[src/hdl/key_value_stream_parser_macros.svh]
// Assertion macros for the key/value stream parser.
// Used by the top level; the enclosing module must have i_clk and i_rst_n.
`ifndef KEY_VALUE_STREAM_PARSER_MACROS_SVH
`define KEY_VALUE_STREAM_PARSER_MACROS_SVH

// Consequence must hold in the same cycle as the antecedent.
`define KVSP_ASSERT_IMP(lbl, ante, cons, msg) \
    lbl: assert property (@(posedge i_clk) disable iff (!i_rst_n) (ante) |-> (cons)) \
        else $error(msg);

// Consequence must hold in the cycle after the antecedent.
`define KVSP_ASSERT_NXT(lbl, ante, cons, msg) \
    lbl: assert property (@(posedge i_clk) disable iff (!i_rst_n) (ante) |=> (cons)) \
        else $error(msg);

`endif

[src/hdl/kvsp_pkg.sv]
// Shared types and constants for the key/value stream parser.
// No dependencies; imported by every module of the block.
package kvsp_pkg;

    localparam int DEF_OFFSET_BITS      = 32;
    localparam int DEF_MAX_PREFIX_BYTES = 4;
    localparam int GROUP_W              = 7;
    localparam int CONT_BIT             = 7;
    localparam int FAIL_OFFSET_W        = 32;
    localparam int PAYLOAD_SIZE_W       = 28;

    typedef enum logic [1:0] {
        PH_PREFIX  = 2'd0,
        PH_HEADER  = 2'd1,
        PH_PAYLOAD = 2'd2
    } t_phase;

    typedef enum logic [2:0] {
        ROLE_PREFIX  = 3'd0,
        ROLE_HEADER  = 3'd1,
        ROLE_KEY     = 3'd2,
        ROLE_VALUE   = 3'd3,
        ROLE_IGNORED = 3'd4
    } t_role;

    typedef enum logic [2:0] {
        ST_RUNNING  = 3'd0,
        ST_DONE     = 3'd1,
        ST_BAD_LEN  = 3'd2,
        ST_SHORT    = 3'd3,
        ST_KEY_LEN  = 3'd4
    } t_status;

    typedef struct packed {
        logic [7:0] in_byte;
        logic       is_last;
    } t_in_item;

    typedef struct packed {
        logic [7:0]                out_byte;
        t_role                     byte_role;
        logic                      str_key;
        logic                      record_end;
        t_status                   status;
        logic [FAIL_OFFSET_W-1:0]  fail_offset;
        logic [PAYLOAD_SIZE_W-1:0] payload_size;
    } t_out_item;

endpackage

[src/hdl/kvsp_in_reg.sv]
// Input register of the key/value stream parser.
// Holds one accepted transfer until the parser stage consumes it; uses kvsp_pkg.
module kvsp_in_reg (
    input  logic              i_clk,
    input  logic              i_rst_n,
    input  logic              i_valid,
    output logic              o_ready,
    input  kvsp_pkg::t_in_item i_data,
    input  logic              i_advance,
    output logic              o_valid,
    output kvsp_pkg::t_in_item o_data
);
    import kvsp_pkg::*;

    logic     r_valid;
    t_in_item r_data;

    assign o_ready = !r_valid || i_advance;

    always_ff @(posedge i_clk) begin
        if (!i_rst_n) begin
            r_valid <= 1'b0;
        end else if (o_ready) begin
            r_valid <= i_valid;
        end
    end

    always_ff @(posedge i_clk) begin
        if (i_valid && o_ready) begin
            r_data <= i_data;
        end
    end

    assign o_valid = r_valid;
    assign o_data  = r_data;

endmodule

[src/hdl/kvsp_parser.sv]
// Record state and per-byte decode logic of the key/value stream parser.
// Produces the result for the held byte and updates state on advance; uses kvsp_pkg.
module kvsp_parser #(
    parameter int OFFSET_BITS      = kvsp_pkg::DEF_OFFSET_BITS,
    parameter int MAX_PREFIX_BYTES = kvsp_pkg::DEF_MAX_PREFIX_BYTES
) (
    input  logic                i_clk,
    input  logic                i_rst_n,
    input  logic                i_advance,
    input  kvsp_pkg::t_in_item  i_item,
    output kvsp_pkg::t_out_item o_result
);
    import kvsp_pkg::*;

    localparam int ACC_BITS = GROUP_W * MAX_PREFIX_BYTES;
    localparam int CNT_BITS = $clog2(MAX_PREFIX_BYTES + 2);
    localparam int CMP_W    = (ACC_BITS > GROUP_W) ? ACC_BITS : GROUP_W;

    t_phase                 r_phase, n_phase;
    logic [ACC_BITS-1:0]    r_length_accum, n_length_accum;
    logic [CNT_BITS-1:0]    r_prefix_count, n_prefix_count;
    logic [ACC_BITS-1:0]    r_payload_left, n_payload_left;
    logic [GROUP_W-1:0]     r_key_left, n_key_left;
    logic                   r_key_kind, n_key_kind;
    logic                   r_key_too_long, n_key_too_long;
    logic                   r_halted, n_halted;
    logic [OFFSET_BITS-1:0] r_byte_offset, n_byte_offset;
    logic [OFFSET_BITS-1:0] r_record_start, n_record_start;

    t_role                  role;
    t_status                status;
    logic                   str_key;
    logic                   record_end;
    logic                   ends;
    logic                   failed;
    logic [ACC_BITS-1:0]    size_src;
    logic [ACC_BITS+PAYLOAD_SIZE_W-1:0]   size_ext;
    logic [OFFSET_BITS+FAIL_OFFSET_W-1:0] fail_ext;

    always_comb begin
        n_phase        = r_phase;
        n_length_accum = r_length_accum;
        n_prefix_count = r_prefix_count;
        n_payload_left = r_payload_left;
        n_key_left     = r_key_left;
        n_key_kind     = r_key_kind;
        n_key_too_long = r_key_too_long;
        n_halted       = r_halted;
        n_record_start = r_record_start;
        n_byte_offset  = r_byte_offset + OFFSET_BITS'(1);
        role           = ROLE_IGNORED;
        status         = ST_RUNNING;
        str_key        = 1'b0;
        record_end     = 1'b0;
        ends           = 1'b0;
        size_src       = '0;

        if (!r_halted) begin
            case (r_phase)
                PH_HEADER: begin
                    role           = ROLE_HEADER;
                    str_key        = i_item.in_byte[CONT_BIT];
                    n_key_kind     = i_item.in_byte[CONT_BIT];
                    n_key_left     = i_item.in_byte[GROUP_W-1:0];
                    n_payload_left = r_payload_left - ACC_BITS'(1);
                    n_key_too_long = CMP_W'(i_item.in_byte[GROUP_W-1:0]) > CMP_W'(n_payload_left);
                    size_src       = r_length_accum;
                    if (n_payload_left == '0) begin
                        ends = 1'b1;
                    end else begin
                        n_phase = PH_PAYLOAD;
                        if (i_item.is_last) begin
                            status = ST_SHORT;
                        end
                    end
                end
                PH_PAYLOAD: begin
                    if (r_key_left != '0) begin
                        role       = ROLE_KEY;
                        n_key_left = r_key_left - GROUP_W'(1);
                    end else begin
                        role = ROLE_VALUE;
                    end
                    n_payload_left = r_payload_left - ACC_BITS'(1);
                    str_key        = r_key_kind;
                    size_src       = r_length_accum;
                    if (n_payload_left == '0) begin
                        ends = 1'b1;
                    end else if (i_item.is_last) begin
                        status = ST_SHORT;
                    end
                end
                default: begin
                    role = ROLE_PREFIX;
                    if (r_prefix_count == '0) begin
                        n_record_start = r_byte_offset;
                    end
                    n_prefix_count = r_prefix_count + CNT_BITS'(1);
                    if (n_prefix_count > CNT_BITS'(MAX_PREFIX_BYTES)) begin
                        status = ST_BAD_LEN;
                    end else begin
                        n_length_accum = (r_length_accum << GROUP_W)
                                       | ACC_BITS'(i_item.in_byte[GROUP_W-1:0]);
                        if (!i_item.in_byte[CONT_BIT]) begin
                            if (n_length_accum == '0) begin
                                status = ST_BAD_LEN;
                            end else begin
                                n_payload_left = n_length_accum;
                                n_phase        = PH_HEADER;
                                if (i_item.is_last) begin
                                    status = ST_SHORT;
                                end
                            end
                        end else if (i_item.is_last) begin
                            status = (n_length_accum == '0) ? ST_BAD_LEN : ST_SHORT;
                        end
                    end
                    size_src = n_length_accum;
                end
            endcase
        end

        if (ends) begin
            if (n_key_too_long) begin
                status = ST_KEY_LEN;
            end else begin
                record_end = 1'b1;
                if (i_item.is_last) begin
                    status = ST_DONE;
                end
            end
            n_phase        = PH_PREFIX;
            n_length_accum = '0;
            n_prefix_count = '0;
            n_payload_left = '0;
            n_key_left     = '0;
            n_key_kind     = 1'b0;
            n_key_too_long = 1'b0;
        end

        failed = (status == ST_BAD_LEN) || (status == ST_SHORT) || (status == ST_KEY_LEN);
        if (failed && !i_item.is_last) begin
            n_halted = 1'b1;
        end

        size_ext = {{PAYLOAD_SIZE_W{1'b0}}, size_src};
        fail_ext = {{FAIL_OFFSET_W{1'b0}}, n_record_start};

        if (i_item.is_last) begin
            n_phase        = PH_PREFIX;
            n_length_accum = '0;
            n_prefix_count = '0;
            n_payload_left = '0;
            n_key_left     = '0;
            n_key_kind     = 1'b0;
            n_key_too_long = 1'b0;
            n_halted       = 1'b0;
            n_byte_offset  = '0;
            n_record_start = '0;
        end
    end

    always_comb begin
        o_result.out_byte     = i_item.in_byte;
        o_result.byte_role    = role;
        o_result.str_key      = str_key;
        o_result.record_end   = record_end;
        o_result.status       = status;
        o_result.fail_offset  = failed ? fail_ext[FAIL_OFFSET_W-1:0] : '0;
        o_result.payload_size = size_ext[PAYLOAD_SIZE_W-1:0];
    end

    always_ff @(posedge i_clk) begin
        if (!i_rst_n) begin
            r_phase        <= PH_PREFIX;
            r_length_accum <= '0;
            r_prefix_count <= '0;
            r_payload_left <= '0;
            r_key_left     <= '0;
            r_key_kind     <= 1'b0;
            r_key_too_long <= 1'b0;
            r_halted       <= 1'b0;
            r_byte_offset  <= '0;
            r_record_start <= '0;
        end else if (i_advance) begin
            r_phase        <= n_phase;
            r_length_accum <= n_length_accum;
            r_prefix_count <= n_prefix_count;
            r_payload_left <= n_payload_left;
            r_key_left     <= n_key_left;
            r_key_kind     <= n_key_kind;
            r_key_too_long <= n_key_too_long;
            r_halted       <= n_halted;
            r_byte_offset  <= n_byte_offset;
            r_record_start <= n_record_start;
        end
    end

endmodule

[src/hdl/key_value_stream_parser.sv]
// Key/value stream parser: one byte of a length-prefixed record buffer in, one tagged byte out.
// The input stream is a valid/ready channel of bytes, each with a flag marking the last byte
// of its buffer. The output channel carries the same byte back with its role in the record
// (length prefix, key header, key, value, or ignored after an error), the string-key flag,
// a record-end marker, a status code, the start offset of a failed record and the decoded
// payload length. Every input transfer produces exactly one output transfer, in order.
// An accepted byte is held in the input register and decoded there; when it advances,
// its result is captured in the output register, which offers it to the receiver.
// Throughput is one byte per cycle while the receiver keeps ready high: the decode is
// a single pass of counter and compare logic on the record state, which is updated as
// each result is captured.
// When the receiver stalls, the output register holds its result and the input register
// keeps, or if empty takes, one byte; the input side then stalls until the output drains.
// The first error in a buffer is reported once; later bytes up to the last are ignored.
// A byte marked last always ends the buffer and the next byte starts at offset zero.
// Reset is synchronous and active low; it empties both registers and clears the record
// state, so the block is ready for a new buffer once reset is released.
// Depends on kvsp_pkg, kvsp_in_reg, kvsp_parser and key_value_stream_parser_macros.svh.
`include "key_value_stream_parser_macros.svh"

module key_value_stream_parser #(
    parameter int OFFSET_BITS      = kvsp_pkg::DEF_OFFSET_BITS,
    parameter int MAX_PREFIX_BYTES = kvsp_pkg::DEF_MAX_PREFIX_BYTES
) (
    input  logic                i_clk,
    input  logic                i_rst_n,
    input  logic                i_in_valid,
    output logic                o_in_ready,
    input  kvsp_pkg::t_in_item  i_in_data,
    output logic                o_out_valid,
    input  logic                i_out_ready,
    output kvsp_pkg::t_out_item o_out_data
);
    import kvsp_pkg::*;

    logic      held_valid;
    t_in_item  held_item;
    logic      advance;
    t_out_item result;
    logic      r_out_valid;
    t_out_item r_out_data;

    assign advance = held_valid && (!r_out_valid || i_out_ready);

    kvsp_in_reg u_in_reg (
        .i_clk     (i_clk),
        .i_rst_n   (i_rst_n),
        .i_valid   (i_in_valid),
        .o_ready   (o_in_ready),
        .i_data    (i_in_data),
        .i_advance (advance),
        .o_valid   (held_valid),
        .o_data    (held_item)
    );

    kvsp_parser #(
        .OFFSET_BITS      (OFFSET_BITS),
        .MAX_PREFIX_BYTES (MAX_PREFIX_BYTES)
    ) u_parser (
        .i_clk     (i_clk),
        .i_rst_n   (i_rst_n),
        .i_advance (advance),
        .i_item    (held_item),
        .o_result  (result)
    );

    always_ff @(posedge i_clk) begin
        if (!i_rst_n) begin
            r_out_valid <= 1'b0;
        end else if (advance) begin
            r_out_valid <= 1'b1;
        end else if (i_out_ready) begin
            r_out_valid <= 1'b0;
        end
    end

    always_ff @(posedge i_clk) begin
        if (advance) begin
            r_out_data <= result;
        end
    end

    assign o_out_valid = r_out_valid;
    assign o_out_data  = r_out_data;

    `KVSP_ASSERT_NXT(a_advance_fills_output, advance, r_out_valid, "Decoded byte was not captured.")
    `KVSP_ASSERT_NXT(a_held_byte_kept, held_valid && !advance, held_valid && $stable(held_item), "Held input byte was lost or changed before decode.")
    `KVSP_ASSERT_IMP(a_ignored_is_quiet, r_out_valid && (r_out_data.byte_role == ROLE_IGNORED), (r_out_data.status == ST_RUNNING) && (r_out_data.payload_size == '0) && !r_out_data.record_end, "Ignored byte carries record information.")
    `KVSP_ASSERT_IMP(a_record_end_status, r_out_valid && r_out_data.record_end, (r_out_data.status == ST_RUNNING) || (r_out_data.status == ST_DONE), "Record end reported together with an error.")

endmodule
[config.mk]
export PLATFORM = sky130hd
export DESIGN_NAME = key_value_stream_parser
export DESIGN_NICKNAME = d
export VERILOG_FILES = /design/src/hdl/kvsp_pkg.sv /design/src/hdl/kvsp_in_reg.sv /design/src/hdl/kvsp_parser.sv /design/src/hdl/key_value_stream_parser.sv
export VERILOG_INCLUDE_DIRS = /design/src /design/src/hdl
export SDC_FILE = /design/constraint.sdc
export NUM_CORES = 1
export LEC_CHECK = 0
export BUFFER_PORTS_ARGS = -buffer_cell sky130_fd_sc_hd__clkbuf_2
export CAP_MARGIN = 10
export CORE_ASPECT_RATIO = 1.25
export CORE_MARGIN = 2
export CORE_UTILIZATION = 40
export DETAILED_ROUTE_END_ITERATION = 10
export GPL_ROUTABILITY_DRIVEN = 0
export SLEW_MARGIN = 15
export SYNTH_ARGS = -nofsm -noshare
export SYNTH_HDL_FRONTEND = slang
export SYNTH_SLANG_ARGS = --single-unit
export TNS_END_PERCENT = 20
[constraint.sdc]
create_clock -name i_clk -period 9.1 [get_ports i_clk]
set_input_delay 1.82 -clock i_clk [delete_from_list [all_inputs] [get_ports i_clk]]
set_output_delay 1.82 -clock i_clk [all_outputs]
set_load 0.01 [all_outputs]
==> results of run 1 <==
## registers in the layout, summed over array words and instances (netlist names)
register	flops
u_parser.r_prefix_count	3
u_parser.r_halted	1
u_parser.r_length_accum	28
u_parser.r_record_start	32
u_parser.r_key_too_long	1
o_out_valid	1
u_parser.r_key_kind	1
u_parser.r_payload_left	28
u_parser.r_byte_offset	32
u_parser.r_key_left	7
u_in_reg.o_data	9
u_parser.r_phase	2
o_out_data	76
u_in_reg.o_valid	1
## how the worst max path moves through the flow
stage                startpoint                                  endpoint  slack (ps)  depth (start not counted)
floorplan           i_out_ready  u_parser.r_payload_left[12]$_SDFFE_PN0P_        4550                         10
detailed placement  i_out_ready  u_parser.r_payload_left[11]$_SDFFE_PN0P_        3810                         11
global route        i_out_ready  u_parser.r_payload_left[27]$_SDFFE_PN0P_        3960                         11
CTS                 i_out_ready  u_parser.r_payload_left[11]$_SDFFE_PN0P_        4340                         11
finish              i_out_ready  u_parser.r_payload_left[11]$_SDFFE_PN0P_        4330                         11
global placement    i_out_ready  u_parser.r_payload_left[27]$_SDFFE_PN0P_        3960                         11
## placed cells by master (no fill, tap or decap), drive strengths merged, types with 20 or more instances in the layout
cell type / n
dfxtp: 137
a22o: 29
nand2: 175
o21ai: 39
nand3: 26
edfxtp: 85
a21oi: 106
clkbuf: 123
nor2: 116
xor2: 26
a22oi: 40
nor4: 20
## layer usage
| metal | vias up | part of all wire (%) |
|---|---|---|
| li1 | 4035 | - |
| met1 | 3972 | 43 |
| met2 | 251 | 49 |
| met3 | 59 | 5.1 |
| met4 | 2 | 3.6 |
| met5 | - | 0.027 |
## worst max-delay path: stages
cell      delay [ps]
clkbuf_2         100
nand2b_1          90
nand2_1          250
clkinv_2         610
o21ai_1          430
nor3_1           570
nor2_1           100
buf_4            250
nor2_1           650
a22oi_1          210
nor2_1           120
## power breakdown
group	leakage [nW]	internal [mW]	total [mW]	switching [mW]
Sequential	1.90	1.06	1.08	0.0232
Clock	0.348	0.520	0.898	0.378
Combinational	1.86	0.0802	0.266	0.186
## cell type report
class	instances	share of cell area, %
well taps	335	3.62
multi-input cells	769	38.9
clock buffers	33	5.57
repair buffers	105	4.87
clock inverters	8	0.573
flip-flops and latches	222	45.8
inverters	20	0.660
## stage by stage
step | power, mW | instance area [um2]
after CTS | 2.27 | 11600
after global routing | 2.33 | 11600
after detailed placement | 1.37 | 10900
after global placement | 1.37 | 10900
final | 2.25 | 11600
after floorplan | 1.28 | 10100
## cell families (layout without fill, tap and decap cells)
| group | Yosys count | after routing | synth area share, % |
|---|---|---|---|
| adder cells (fa/ha/maj) | 16 | 16 | 1.98 |
| flip-flops | 222 | 222 | 52.3 |
| AO/OA/AOI/OAI | 279 | 279 | 18.3 |
| buffers and inverters | 82 | 166 | 3.40 |
| XOR/XNOR | 39 | 39 | 3.37 |
| AND/OR/NAND/NOR | 429 | 429 | 20.0 |
| multiplexers | 6 | 6 | 0.606 |
==> results_dict.tcl, run 1 <==
set metrics [dict create \
    status "finished clean" \
    cts_root_buf "clkbuf_16" \
    wire_per_inst_um 17.5 \
    gr-usage-met3_pct 2.56 \
    cts.reportedPaths.clkPinSlew_ps 60 \
    fillers 2456 \
    drv_slew 0 \
    grt_pass1_wl_um 42200 \
    grt_use_total_pct 19.3 \
    instances_no_fill 1492 \
    setup_slack_ps 4330 \
    initial_core_util_pct 40.4 \
    use_met1_pct 24.0 \
    holdBufCountCts 0 \
    synth_area_um2 10100 \
    hold_class "reg -> reg" \
    synth_edf_count 85 \
    synthArstFlopShare_pct 0 \
    rsz0062_at_grt "no" \
    max_freq_mhz 210 \
    pin_count 91 \
    yosys-top-cells-area "dfxtp_1 (27%), edfxtp_1 (25%), nand2_1 (6.5%), a21oi_1 (5.2%), nor2_1 (4.3%)" \
    maxCapViolCount 0 \
    avgSynthCellArea_um2 9.44 \
    yosysMostFrequentCell "nand2_1" \
    drc_errors 0 \
    r2r-end "u_parser.r_payload_left[0]$_SDFFE_PN0P_" \
    synthCells 1073 \
    worstSetupStartpointType "input port" \
    place_worst_setup_slack_ps 3810 \
    post-cts-setup-buffers 0 \
    r2r_start "u_parser.r_payload_left[0]$_SDFFE_PN0P_" \
    synth_ff_type "dfxtp_1" \
    cts_resized 0 \
    reg2reg_slack_ps 5020 \
    clk_path_buf_depth 3 \
    dieArea_um2 26600 \
    synth_area_leader_cell "dfxtp_1" \
    p_leak_nw 4.11 \
    rows 65 \
    whs_path_depth 2 \
    synth_nets 1102 \
    ys_top_cells_by_count "nand2_1 (174), dfxtp_1 (137), nor2_1 (116)" \
    overflow 0 \
    cp-end-kind "flop" \
    fin_hold_ws_ps 480 \
    synthDistinctLibCells 78 \
    crit_type "in -> reg" \
    required_ps 9530 \
    setup_violations 0 \
    dp.cells 1451 \
    yosysWarnings 0 \
    top_usage_layer "met2" \
    peakVddDrop_v 0.000135 \
    antenna_left 0 \
    ys_ff_latch 222 \
    fin_util_pct 46.2 \
    dr.first_iter.drc_count 589 \
    grt_max_degree 66 \
    min_period_ps 4770 \
    cts_tree "done" \
    nets 1170 \
    routed_via_density 5.58 \
    antenna_found_initial 1 \
    layout-drive-gt1-share_pct 15.0 \
    dp.final_hpwl_um 17000 \
    via_count 8319 \
    clk_latency_ps 510 \
    die_w_um 146 \
    multi_input_area_um2 4500 \
    seq_area_um2 5300 \
    crit_fanout 41 \
    tightest_slew_ps 1070 \
    die_y_um 182 \
    cts_made_buffers 23 \
    synth_top_area_share_pct 27.1 \
    wl_um 26100 \
    fin_crit_sh_pct 52.4 \
    holdCritStartpoint "u_parser.r_prefix_count[0]$_SDFFE_PN0P_" \
    h-tree-depth 1 \
    coreArea_um2 25000 \
    powerDensity_nw_per_um2 194 \
    clock_skew_ps 17.6 \
    syn2layout_area_growth_pct 14.2 \
    first_global_vias 7842 \
    first_pass_iters 5 \
    clkSinkCount 222 \
    seq_area_frac_synth_pct 52.3 \
    use_met2_pct 34.0 \
    worstRegToRegCells 10 \
    setup_tns_ps 0 \
    portBuffers 90 \
    slew_headroom_pct 29.0 \
    hold-path-endpoint "u_parser.r_prefix_count[0]$_SDFFE_PN0P_" \
    critical_path_arrival_ps 5200 \
    insertedDiodeCount 0 \
    hold_violations 0 \
]
Note: power is estimated with default switching activity, not from simulation.
==> run 2: changes to the inputs <==
==> constraint.sdc (replaced) <==
create_clock -name i_clk -period 3.8 [get_ports i_clk]
set_input_delay 0.76 -clock i_clk [delete_from_list [all_inputs] [get_ports i_clk]]
set_output_delay 0.76 -clock i_clk [all_outputs]
set_load 0.01 [all_outputs]
==> results_dict.tcl, run 2 (synthesis results as in run 1) <==
set metrics [dict create \
    status "finished clean" \
    hold_class "in -> reg" \
    first_global_vias 7958 \
    clock_skew_ps 14.8 \
    required_ps 4160 \
    largest_reg_flops 76 \
    cp-end-kind "flop" \
    layout-drive-gt1-share_pct 16.5 \
    final_area_um2 11700 \
    cts.reportedPaths.clkPinSlew_ps 60 \
    die_y_um 182 \
    die_w_um 146 \
    multi_input_area_um2 4510 \
    dp.final_hpwl_um 17600 \
    cp_cell_sequence "nor4_4, nand3_2, o31ai_4, nand3_2, or4_4, nor2_1, a21oi_2, buf_4, a21oi_1" \
    routed_via_density 5.56 \
    initial_core_util_pct 40.4 \
    total_power_mw 5.49 \
    fillers 2423 \
    setup_violations 0 \
    use_met1_pct 25.0 \
    cts_root_buf "clkbuf_16" \
    rsz0062_at_grt "no" \
    critical_path_arrival_ps 3790 \
    worstSetupStartpointType "flop" \
    powerDensity_nw_per_um2 468 \
    clk_path_buf_depth 3 \
    insertedDiodeCount 0 \
    final_common_cell "nand2_1" \
    clkSinkCount 222 \
    seq_area_um2 5300 \
    clk_latency_ps 520 \
    portBuffers 90 \
    use_met2_pct 35.3 \
    final_cell_mix "nand2_1 (174), dfxtp_1 (137), nor2_1 (116)" \
    pin_count 91 \
    gr-usage-met3_pct 2.51 \
    grt_pass1_wl_um 43400 \
    rows 65 \
    top_usage_layer "met2" \
    grt_max_degree 63 \
    peakVddDrop_v 0.000315 \
    max_freq_mhz 291 \
    setup_tns_ps 0 \
    post_dp_cell_area_um2 11000 \
    antenna_left 0 \
    crit_slowest_cell "nor4_4" \
    dieArea_um2 26600 \
    cts_tree "done" \
    cts_made_buffers 24 \
    fin_crit_sh_pct 90.3 \
    nets 1188 \
    hold_violations 0 \
    slew_headroom_pct 40.2 \
    crit_fanout 32 \
    cp_slowest_stage_delay_ps 590 \
    coreArea_um2 25000 \
    maxCapViolCount 0 \
    crit_type "reg -> reg" \
    grt_use_total_pct 19.9 \
    via_count 8412 \
    min_period_ps 3430 \
    worst_path_most_repeated_cell "nand3_2" \
    overflow 0 \
    drv_slew 0 \
    antenna_found_initial 0 \
    wl_um 26600 \
    first_pass_iters 6 \
    h-tree-depth 1 \
    wire_per_inst_um 17.6 \
    tightest_slew_ps 894 \
    holdBufCountCts 0 \
    p_leak_nw 4.21 \
    drc_errors 0 \
    fin_util_pct 46.9 \
    dr.first_iter.drc_count 714 \
    syn2layout_area_growth_pct 16.0 \
]
==> run 2: cell count changes in the layout (fill, tap and decap cells not counted), sizes merged <==
cell / previous run / this run
buf: 15 / 32
clkbuf: 123 / 124
clkinv: 7 / 8
inv: 19 / 20
==> run 2: metal layers <==
layer	vias to the layer above	part of all wire, %
li1	4086	-
met4	0	3.0
met5	-	0
met2	295	50
met1	3975	42
met3	56	5.4
==> run 2: final cells by class <==
type	count	share of cell area [%]
clock buffers	34	5.70
clock inverters	10	0.661
inverters	20	0.650
multi-input cells	769	38.4
flip-flops and latches	222	45.1
well taps	335	3.57
repair buffers	122	5.88
==> run 2: worst paths after layout <==
path                                            start                                  endpoint  slack [ps]  cells after the start
max           u_parser.r_payload_left[3]$_SDFFE_PN0P_              o_out_data[49]$_SDFFCE_PN0P_         370                      9
min                                      i_in_data[0]              u_in_reg.o_data[0]$_DFFE_PP_         420                      1
max reg2reg   u_parser.r_payload_left[3]$_SDFFE_PN0P_              o_out_data[49]$_SDFFCE_PN0P_         370                      9
min reg2reg  u_parser.r_length_accum[22]$_SDFFE_PN0P_  u_parser.r_length_accum[22]$_SDFFE_PN0P_         480                      1
==> run 2: through the flow <==
step                      setup slack, ps  hold WS (ps)  std cells
after floorplan                       307           428       1073
after global placement                460           463       1466
after detailed placement              359           468       1466
after CTS                             323           396       1510
after global routing                 97.1           398       1512
final                                 368           419       1512
==> run 2: what timing repair did <==
action	in CTS	in global routing
buffers inserted	0	2
resized for setup	0	2
setup endpoints to repair	0	28
==> run 2: worst max-delay path, delay by kind of cell (launching register included) <==
kind | cells | cell delay [ps]
compound gates | 3 | 610
buf+inv | 1 | 270
flops | 1 | 400
simple gates | 5 | 1970
==> run 2: power by group <==
group,total (mW),switching (mW),internal (mW)
clock,2.23,0.939,1.30
combinational,0.669,0.456,0.213
sequential,2.59,0.0525,2.53
